<file path="src/sv/bilin_blend.sv">
// Registered blend stage: a + floor((b - a) * t / 2^FRAC_BITS).
module bilin_blend #(
    parameter int FRAC_BITS  = 16,
    parameter int DATA_WIDTH = 32
) (
    input  logic                          clk,
    input  logic                          en,
    input  logic signed [DATA_WIDTH-1:0]  a,
    input  logic signed [DATA_WIDTH-1:0]  b,
    input  logic [FRAC_BITS:0]            t,
    output logic signed [DATA_WIDTH-1:0]  res
);
    localparam int DW = DATA_WIDTH + 1;
    localparam int PW = DW + FRAC_BITS + 2;

    logic signed [DW-1:0]         d_reg;
    logic signed [DATA_WIDTH-1:0] a_reg;
    logic [FRAC_BITS:0]           t_reg;
    logic signed [PW-1:0]         prod_reg;
    logic signed [DATA_WIDTH-1:0] a2_reg;
    logic signed [DATA_WIDTH-1:0] res_reg;
    logic signed [PW-1:0]         prod_next;

    // Difference, then one multiply, then shift and add
    assign prod_next = PW'(d_reg) * $signed({1'b0, t_reg});

    always_ff @(posedge clk)
    begin
        if (en)
        begin
            d_reg    <= DW'(b) - DW'(a);
            a_reg    <= a;
            t_reg    <= t;
            prod_reg <= prod_next;
            a2_reg   <= a_reg;
            // Result stays within [a, b], so truncation is exact
            res_reg  <= DATA_WIDTH'(PW'(a2_reg) + (prod_reg >>> FRAC_BITS));
        end
    end

    assign res = res_reg;
endmodule

</file>
<file path="config.mk">
export PLATFORM = sky130hd
export DESIGN_NAME = bilin_blend
export DESIGN_NICKNAME = d
export VERILOG_FILES = /design/src/sv/bilin_blend.sv
export SDC_FILE = /design/constraint.sdc
export NUM_CORES = 2
export LEC_CHECK = 0
export BUFFER_PORTS_ARGS = -buffer_cell sky130_fd_sc_hd__buf_4
export CAP_MARGIN = 20
export CORE_MARGIN = 4
export CORE_UTILIZATION = 50
export CTS_BUF_LIST = sky130_fd_sc_hd__clkbuf_4
export DETAILED_ROUTE_END_ITERATION = 7
export PLACE_DENSITY = 0.67
export SYNTH_ARGS = -nofsm -noshare
export SYNTH_HDL_FRONTEND = slang
export SYNTH_SLANG_ARGS = --single-unit
</file>
<file path="constraint.sdc">
create_clock -name clk -period 11.65 [get_ports clk]
set_input_delay 2.33 -clock clk [delete_from_list [all_inputs] [get_ports clk]]
set_output_delay 2.33 -clock clk [all_outputs]
set_load 0.01 [all_outputs]
</file>
==> summary.txt <==
Setup path
  – Most frequent CP cell: fa_1
  – Reg2reg start: t_reg[9]
  – WP data required: 12.14 ns
  – R2r endpoint: prod_reg[46]
  – CP endpoint kind: flip-flop
  – Critical Path Start Type: flip-flop
  – Reg2reg setup slack: about 3.9 ns
  – Top delay family on crit path: adder cells
  – Critical Path Start: t_reg[9]
  – Crit path DAT: 8.27 ns
  – CP max-delay cell: edfxtp_1
  – Crit Path Max Fanout: 18
  – Cell Chain, Critical Path: buf_4 -> nand2_1 -> fa_1 -> inv_1 -> fa_1 -> fa_1 -> fa_1 -> fa_1 -> inv_1 -> fa_1 -> inv_1 -> ha_1 -> and3_1 -> nand2_1 -> nor3_1 -> o221ai_1 -> a21oi_1 -> o2111ai_1 -> nand2_1 -> a31oi_1 -> xnor2_1
  – Worst reg2reg path depth: 21
  – Max incr delay on CP: between 0.9 and 1 ns
  – WS Path Type: flip-flop to flip-flop
  – Crit path buffers/inverters: 4

Clock tree
  – Resize count post-CTS: 0
  – Clock Pin Slew Worst Setup and Hold Paths: approximately 0.18 ns
  – Clock buffer depth: 2
  – Max H-tree Level: 4
  – Clk_lat worst skew: about 0.74 ns
  – CTS root buffer: clkbuf_4
  – Total CTS buffers: 17
  – Clock Sink Count: roughly 180
  – Setup bufs post-CTS: 0
  – CTS tree: yes
  – Post-CTS Hold Buffers: 0

Layout
  – Layout Nets: about 3500
  – Final std cells w/o fill: 3438
  – Fill cell count: 4726
  – Layout cells sized above 1: between 6 and 7%
  – Area Overhead vs Synth: 7.08%
  – Max FFs per register: 33

STA
  – Clock skew: 0.0262 ns
  – Setup_tns: 0 ns
  – Final setup fails: 0
  – Crit path time final: 7.79 ns
  – Worst-Margin Slew: approximately 1 ns
  – Achievable clock frequency: 128 MHz
  – Final hold slack: 0.442 ns
  – Final Max Tran Viols: 0
  – Hold violation total from the final report: 0
  – Max_slew headroom: 32.4%
  – Post-route clock period utilization: around 67%
  – Unrepaired setup endpoints after global routing: no

Synth
  – EDFF count, synth: 178
  – Ys async rst share: 0%
  – Yosys Warn Count: 0
  – Post-synthesis sequential area ratio: 20.0%
  – Share of the synthesized area in the top cell type: 38.7%
  – Mean Syn Cell Area: 10.0 um2
  – Syn Inst Count: around 2700
  – Number of synthesized register bits: ~180
  – Largest area contributor in the netlist: fa_1
  – Netlist Area Pre-Place: around 27000 um2
  – Most used DFF post-synth: edfxtp_1
  – Post-synth net total: roughly 3400
  – Area contributors post-synth: fa_1 39%, edfxtp_1 20%, inv_1 9.3%
  – Post-synth cell types: 56

Floorplanning
  – Die X: 239 um
  – Die Area: 57200 um2
  – Row Count: 84
  – Die height: 239 um
  – Starting Density: 50.7%
  – Core box area: 52800 um2
  – Io pins: 115

Placed design
  – Routability cong.: about 0.88
  – Port Buf Inserts: between 100 and 150
  – DP Cell Count: 3400
  – Post-DP HPWL: 50300 um

Global route
  – Tot GR Track Use: a little under a quarter
  – Vias in the first global route: 19992
  – Initial antenna violation count: 3
  – Largest net degree at the start of global routing: about 110
  – First-pass GRT wire length: 105000 um
  – GR Overflow Total: 0

Detailed routing
  – Residual DRC: 0
  – Met2 Wirelength: 32200 um
  – Highest Signal Layer: met5
  – Detail Route Antenna Nets: 0
  – Via count: 18022
  – Via/cell ratio: 5.24
  – Metal1 wirelength: 25200 um
  – Total wire length: 63000 um
  – Drt wl/cell: 18.3 um
  – Number of DRC markers in iteration 0: 958
  – Metal3 WL: around 3800 um
  – Drt pass-1 iters: 5

Status
  – Status: finished, final reports clean

Min path
  – Worst Hold Path EP: a2_reg[14]
  – Hold Crit Depth: 0
  – Worst hold path startpoint: a_reg[14]
  – Worst min path class: flip-flop to flip-flop

Run
  – Max-cap violations: 0
## metal layers
metal  GRT usage (%)  vias up
li1                -     8167
met1            29.9     9252
met2            41.1      487
met3            4.54      114
met4            7.72        2
met5               0        -
## per-stage QoR
stage / utilization [%] / instance area [um2] / worst slack (ns)
final: 54.2 / 28600 / 3.86
after global routing: 54.2 / 28600 / 3.47
after CTS: 54.2 / 28600 / 3.85
after detailed placement: 53.6 / 28300 / 3.92
after global placement: 53.6 / 28300 / 3.93
after floorplan: - / 26700 / 5.36
## worst reg2reg max path: cells and delay by family (launching register included)
| family | cells | cell delay, ns |
|---|---|---|
| fa+ha+maj | 7 | 3.42 |
| xor+xnor | 1 | 0.14 |
| buf+inv | 4 | 0.57 |
| compound gates | 4 | 1.16 |
| flops | 1 | 0.93 |
| simple gates | 5 | 1.31 |
## layout make-up
class	count	area [um2]	area share, %
multi-input combinational	1738	18600	64.9
inverter	663	2490	8.70
antenna	5	12.5	0.0437
clock buffer	17	128	0.446
timing repair buffer	134	1050	3.68
clock inverter	15	161	0.564
tap	688	861	3.01
sequential	178	5350	18.7
## cells by family (layout without fill, tap and decap cells)
| family | after synthesis | in the layout | synth area share (%) |
|---|---|---|---|
| adder cells (fa/ha/maj) | 689 | 689 | 46.8 |
| other | 0 | 5 | 0 |
| flip-flops | 178 | 178 | 20.0 |
| AND/OR/NAND/NOR | 716 | 716 | 13.7 |
| XOR/XNOR | 97 | 97 | 3.18 |
| AO/OA/AOI/OAI | 236 | 236 | 5.87 |
| buffers and inverters | 749 | 829 | 10.5 |
## layout by cell type (no fill, tap or decap), drive strengths merged, types with 12 or more instances in the layout
cell type,n
clkbuf,18
edfxtp,178
nor2,37
nor2b,12
ha,173
xor2,27
fa,516
o21a,15
a21oi,69
nor3,15
nand2,290
buf,133
and2,300
xnor2,70
inv,672
o21ai,45
nand3,13
a21o,46
## cell usage after synthesis, types with 4 or more instances
| cell type | count |
|---|---|
| o2111ai_1 | 5 |
| nand2b_1 | 11 |
| xnor2_1 | 70 |
| o21ai_1 | 9 |
| nand3_1 | 13 |
| clkbuf_1 | 86 |
| xor2_1 | 27 |
| a21boi_0 | 4 |
| and4_1 | 4 |
| o21ai_0 | 35 |
| nor3_1 | 15 |
| nand4_1 | 9 |
| nand2_1 | 290 |
| a21o_1 | 46 |
| a211oi_1 | 6 |
| inv_1 | 663 |
| nor2b_1 | 12 |
| nor2_1 | 37 |
| ha_1 | 173 |
| a2111oi_0 | 4 |
| a21oi_1 | 68 |
| o21a_1 | 14 |
| fa_1 | 516 |
| edfxtp_1 | 178 |
| and3_1 | 9 |
| o21bai_1 | 10 |
| and2_1 | 300 |
| a31oi_1 | 9 |
## worst max-delay path by stage
stage | endpoint | slack, ns | cells past startpoint
after floorplan | prod_reg[43] | 5.36 | 23
after global placement | prod_reg[46] | 3.93 | 21
after detailed placement | prod_reg[46] | 3.92 | 21
after CTS | prod_reg[46] | 3.85 | 21
after global routing | prod_reg[46] | 3.47 | 21
final | prod_reg[46] | 3.86 | 21
Power is not shown: default switching activity piles up to over one toggle a cycle in this logic, so the estimate is an artifact.
