<file path="config.mk">
export PLATFORM = sky130hd
export DESIGN_NAME = bilin_div
export DESIGN_NICKNAME = d
export VERILOG_FILES = /design/src/sv/bilin_div.sv
export SDC_FILE = /design/constraint.sdc
export NUM_CORES = 2
export LEC_CHECK = 0
export BUFFER_PORTS_ARGS = -buffer_cell sky130_fd_sc_hd__buf_2
export CAP_MARGIN = 20
export CORE_ASPECT_RATIO = 0.5
export CORE_MARGIN = 2
export CORE_UTILIZATION = 45
export DETAILED_ROUTE_END_ITERATION = 8
export PLACE_DENSITY = 0.68
export SYNTH_ARGS = -nofsm -noshare
export SYNTH_HDL_FRONTEND = slang
export SYNTH_SLANG_ARGS = --single-unit
</file>
<file path="constraint.sdc">
create_clock -name clk -period 5.4 [get_ports clk]
set_clock_uncertainty 0.2 [all_clocks]
set_input_delay 0.27 -clock clk [delete_from_list [all_inputs] [get_ports clk]]
set_output_delay 0.27 -clock clk [all_outputs]
set_load 0.03 [all_outputs]
</file>
<file path="src/sv/bilin_div.sv">
// Pipelined restoring divider: q = floor(num * 2^FRAC_BITS / den), num <= den.
module bilin_div #(
    parameter int FRAC_BITS = 16,
    parameter int W         = 33
) (
    input  logic                 clk,
    input  logic                 en,
    input  logic [W-1:0]         num,
    input  logic [W-1:0]         den,
    output logic [FRAC_BITS:0]   quo
);
    localparam int STEPS = FRAC_BITS + 1;

    // One quotient bit per stage; remainder stays below den
    logic [W-1:0]       rem_reg [STEPS];
    logic [W-1:0]       den_reg [STEPS];
    logic [FRAC_BITS:0] q_reg   [STEPS];

    logic [W:0]         r_sh   [STEPS];
    logic [W-1:0]       r_next [STEPS];
    logic               bit_next [STEPS];

    always_comb
    begin
        for (int i = 0; i < STEPS; i++)
        begin
            if (i == 0)
                r_sh[i] = {1'b0, num};
            else
                r_sh[i] = {rem_reg[i-1], 1'b0};
            bit_next[i] = (r_sh[i] >= {1'b0, (i == 0) ? den : den_reg[i-1]});
            r_next[i]   = bit_next[i]
                        ? W'(r_sh[i] - {1'b0, (i == 0) ? den : den_reg[i-1]})
                        : r_sh[i][W-1:0];
        end
    end

    always_ff @(posedge clk)
    begin
        if (en)
        begin
            for (int i = 0; i < STEPS; i++)
            begin
                rem_reg[i] <= r_next[i];
                den_reg[i] <= (i == 0) ? den : den_reg[i-1];
                if (i == 0)
                    q_reg[i] <= {{FRAC_BITS{1'b0}}, bit_next[i]};
                else
                    q_reg[i] <= {q_reg[i-1][FRAC_BITS-1:0], bit_next[i]};
            end
        end
    end

    assign quo = q_reg[STEPS-1];
endmodule

</file>
==> metrics.cfg <==
[outcome]
status = complete, no violations

[cells_and_area]
fillCellCount = 13600
design_area_um2 = 78300
final_layout_size_suffix_gt1_frac = 0.0860
synthToLayoutAreaGrowth_pct = 10.5
multi_input_area_um2 = 31400
diodes = 0
seq_area_um2 = 36300
fin_nets = 7237

[flow_run]
cap_viol_max_count = 0

[cts]
cts.sinks = 1209
clk_path_buf_depth = 3
clk_pin_slew_ns = 0.07
clkLatencyLatePin_ns = 0.73
cts_htree_levels = 3
cts_resized = 0
cts_made_buffers = 111
cts_tree = yes
clockRootBuffer = clkbuf_16

[place]
port_buffers = 84
dp_hpwl_mm = 99.0
pre_cts_slack_ns = 0.646
placed_area_um2 = 73900
gp_congestion = 0.939

[pwr]
power_mw = 44.7
powerDensity_nw_per_um2 = 571
p_leak_nw = 32.6
vdd_ir_drop_max_mv = 0.267

[synth]
ys_types = 72
yosys_warnings = 0
synth_cells = 6439
ys_ff_latch = 1209
async_flop_share = 0
syn_area_per_cell_um2 = 11.0
yosysSeqAreaShare = 0.512
ys.flop_type = edfxtp_1
synth_edf_count = 1209
synth.net_count = 7083
syn_area_um2 = 70900

[setup_path]
slowest_stage = a211o_2
r2r_cells = 12
cp.required_ns = 5.65
cp_num_buf_inv = 0
critPathCaptureType = flop
slowest_delay_ns = 0.68
critPathKind = flop to flop
r2r_start = rem_reg[0][166]
crit_top_cell = o31a_1
crit_family = compound AO/OA/AOI/OAI gates
r2r-end = rem_reg[0][206]
arrival_ns = 5.01
cp-start-kind = flop
reg2reg_slack_ns = 0.64
path_depth = 12
crit_fanout = 34
path_cells = ha_1 -> nor2b_1 -> o31a_1 -> o311a_1 -> a221o_1 -> o31a_1 -> a211o_1 -> o2bb2ai_1 -> o31ai_1 -> nand2_1 -> a211o_2 -> mux2_4

[worst_hold_path]
hold_depth = 2
hold_path.class = primary input to flop
whs_endpoint = den_reg[0][31]
min_from = den[31]

[timing]
max_freq_mhz = 210
min_period_ns = 4.76
rsz0062_at_grt = no
fin_crit_sh = 0.882
setup_tns_ns = 0
drv_slew = 0
finalHoldViolCount = 0
tightest_slew_ns = 1.14
setup_violations = 0
relSlewSlack = 0.230
setup_ws_ns = 0.639

[floorplanning]
die_w_um = 565
fp.dieH_um = 285
dieArea_um2 = 161000
start_util = 0.456
ios = 85
core-area_um2 = 156000
rows = 102

[route]
drt_iter0_markers = 2812
drc = 0
wirelength_mm = 133
wl_per_cell_um = 15.2
vias_per_cell = 5.27
drt_pass1_iterations = 7
vias = 46300
postRouteAntennaNets = 0

[grt]
antenna_found_initial = 0
grt_pass1_vias = 45100
grt_max_degree = 140
overflow = 0
grt_pass1_wl_mm = 222
grtUsageTotal = 0.166

==> cell usage in the layout (no fill, tap or decap), types with 49 or more instances in the layout <==
cell	count
nor2b_1	85
o21a_1	54
nand2b_1	75
xor2_1	171
and3_1	59
a21o_1	282
ha_1	560
buf_2	83
mux2_2	203
nand4_1	69
o21ai_0	378
xnor2_1	281
o21bai_1	64
nor3_1	52
clkbuf_16	112
nand2_1	377
a21oi_1	619
nor2_1	389
dlygate4sd3_1	72
nand3_1	103
a31oi_1	49
edfxtp_1	1209
inv_1	703
==> worst register-to-register path, stage by stage (launching register included) <==
cell and delay, ns:
edfxtp_1 0.41, ha_1 0.38, nor2b_1 0.17, o31a_1 0.27
o311a_1 0.38, a221o_1 0.34, o31a_1 0.28, a211o_1 0.33
o2bb2ai_1 0.23, o31ai_1 0.30, nand2_1 0.09, a211o_2 0.68
mux2_4 0.45
==> routing by layer <==
metal	vias to the layer above	global-route usage	part of all wire
li1	23800	-	-
met1	21400	0.219	0.47
met2	841	0.276	0.46
met3	280	0.0229	0.034
met4	0	0.0618	0.038
met5	-	0	0
==> final cells by class <==
cell class | count | area share
Multi-Input combinational cell | 4369 | 0.401
Timing Repair Buffer | 199 | 0.0209
Tap cell | 2080 | 0.0332
Inverter | 703 | 0.0337
Sequential cell | 1209 | 0.463
Clock inverter | 82 | 0.0111
Clock buffer | 127 | 0.0365
==> cells by family after synthesis <==
logic type | after synthesis | share of synthesized area
compound gates | 1750 | 0.153
xor+xnor | 452 | 0.0558
fa+ha+maj | 576 | 0.103
buf+inv | 861 | 0.0460
flops | 1209 | 0.512
mux | 242 | 0.0397
simple gates | 1349 | 0.0904
==> cell usage after synthesis, types with 8 or more instances <==
master / number / area, um^2
a211o_1: 21 / 184
o41ai_1: 11 / 96.3
xor2_1: 171 / 1500
mux2_2: 203 / 2290
a311oi_1: 13 / 114
a31o_2: 9 / 78.8
and4_1: 19 / 166
nand2_1: 377 / 1420
nand4_1: 69 / 432
a21oi_1: 620 / 3100
o21ai_0: 378 / 1890
mux2i_1: 12 / 120
nand3_1: 103 / 515
and2_1: 40 / 250
o31a_1: 13 / 114
a21o_1: 282 / 2120
a221oi_1: 15 / 131
o21a_1: 54 / 405
a31oi_1: 49 / 307
o211ai_1: 29 / 218
inv_1: 703 / 2640
a211oi_1: 35 / 263
xnor2_1: 281 / 2460
edfxtp_1: 1209 / 36300
nor2_1: 389 / 1460
o221ai_1: 8 / 70.1
a21boi_0: 25 / 188
ha_1: 560 / 7010
o21bai_1: 64 / 480
nor3_1: 52 / 260
mux2_4: 27 / 405
or2_2: 22 / 138
a41oi_1: 12 / 105
fa_1: 16 / 320
clkbuf_1: 140 / 526
a2111oi_0: 11 / 96.3
and3_1: 60 / 375
o31ai_1: 34 / 255
or3_1: 21 / 131
nor4_1: 16 / 100
nand2b_1: 75 / 469
o2111ai_1: 9 / 78.8
buf_1: 14 / 52.6
nor2b_1: 85 / 532
==> how the worst max path moves through the flow <==
stage / startpoint / end / slack [ns]
2_1_floorplan: rem_reg[0][166] / rem_reg[0][203] / 1.28
3_3_place_gp: rem_reg[0][166] / rem_reg[0][203] / 0.68
3_5_place_dp: rem_reg[0][166] / rem_reg[0][207] / 0.65
4_1_cts: rem_reg[0][166] / rem_reg[0][207] / 0.65
5_1_grt: rem_reg[0][166] / rem_reg[0][206] / 0.49
6_report: rem_reg[0][166] / rem_reg[0][206] / 0.64
==> stage by stage <==
step,cells,hold slack (ns),utilization
floorplan,6439,0.169,-
CTS,8768,0.0150,0.503
finish,8769,0.0832,0.504
global placement,8487,0.200,0.475
detailed placement,8487,0.205,0.475
global route,8769,0.0384,0.504
==> power breakdown <==
part / internal, mW / switching [mW]
combinational: 9.77 / 11.3
sequential: 14.1 / 1.39
clock: 4.65 / 3.47
==> timing repair <==
item / CTS / global route
hold buffers: 72 / 0
buffers inserted: 0 / 0
endpoints found under the hold margin: 85 / 0
No activity file was read; power rests on OpenSTA's default activity.
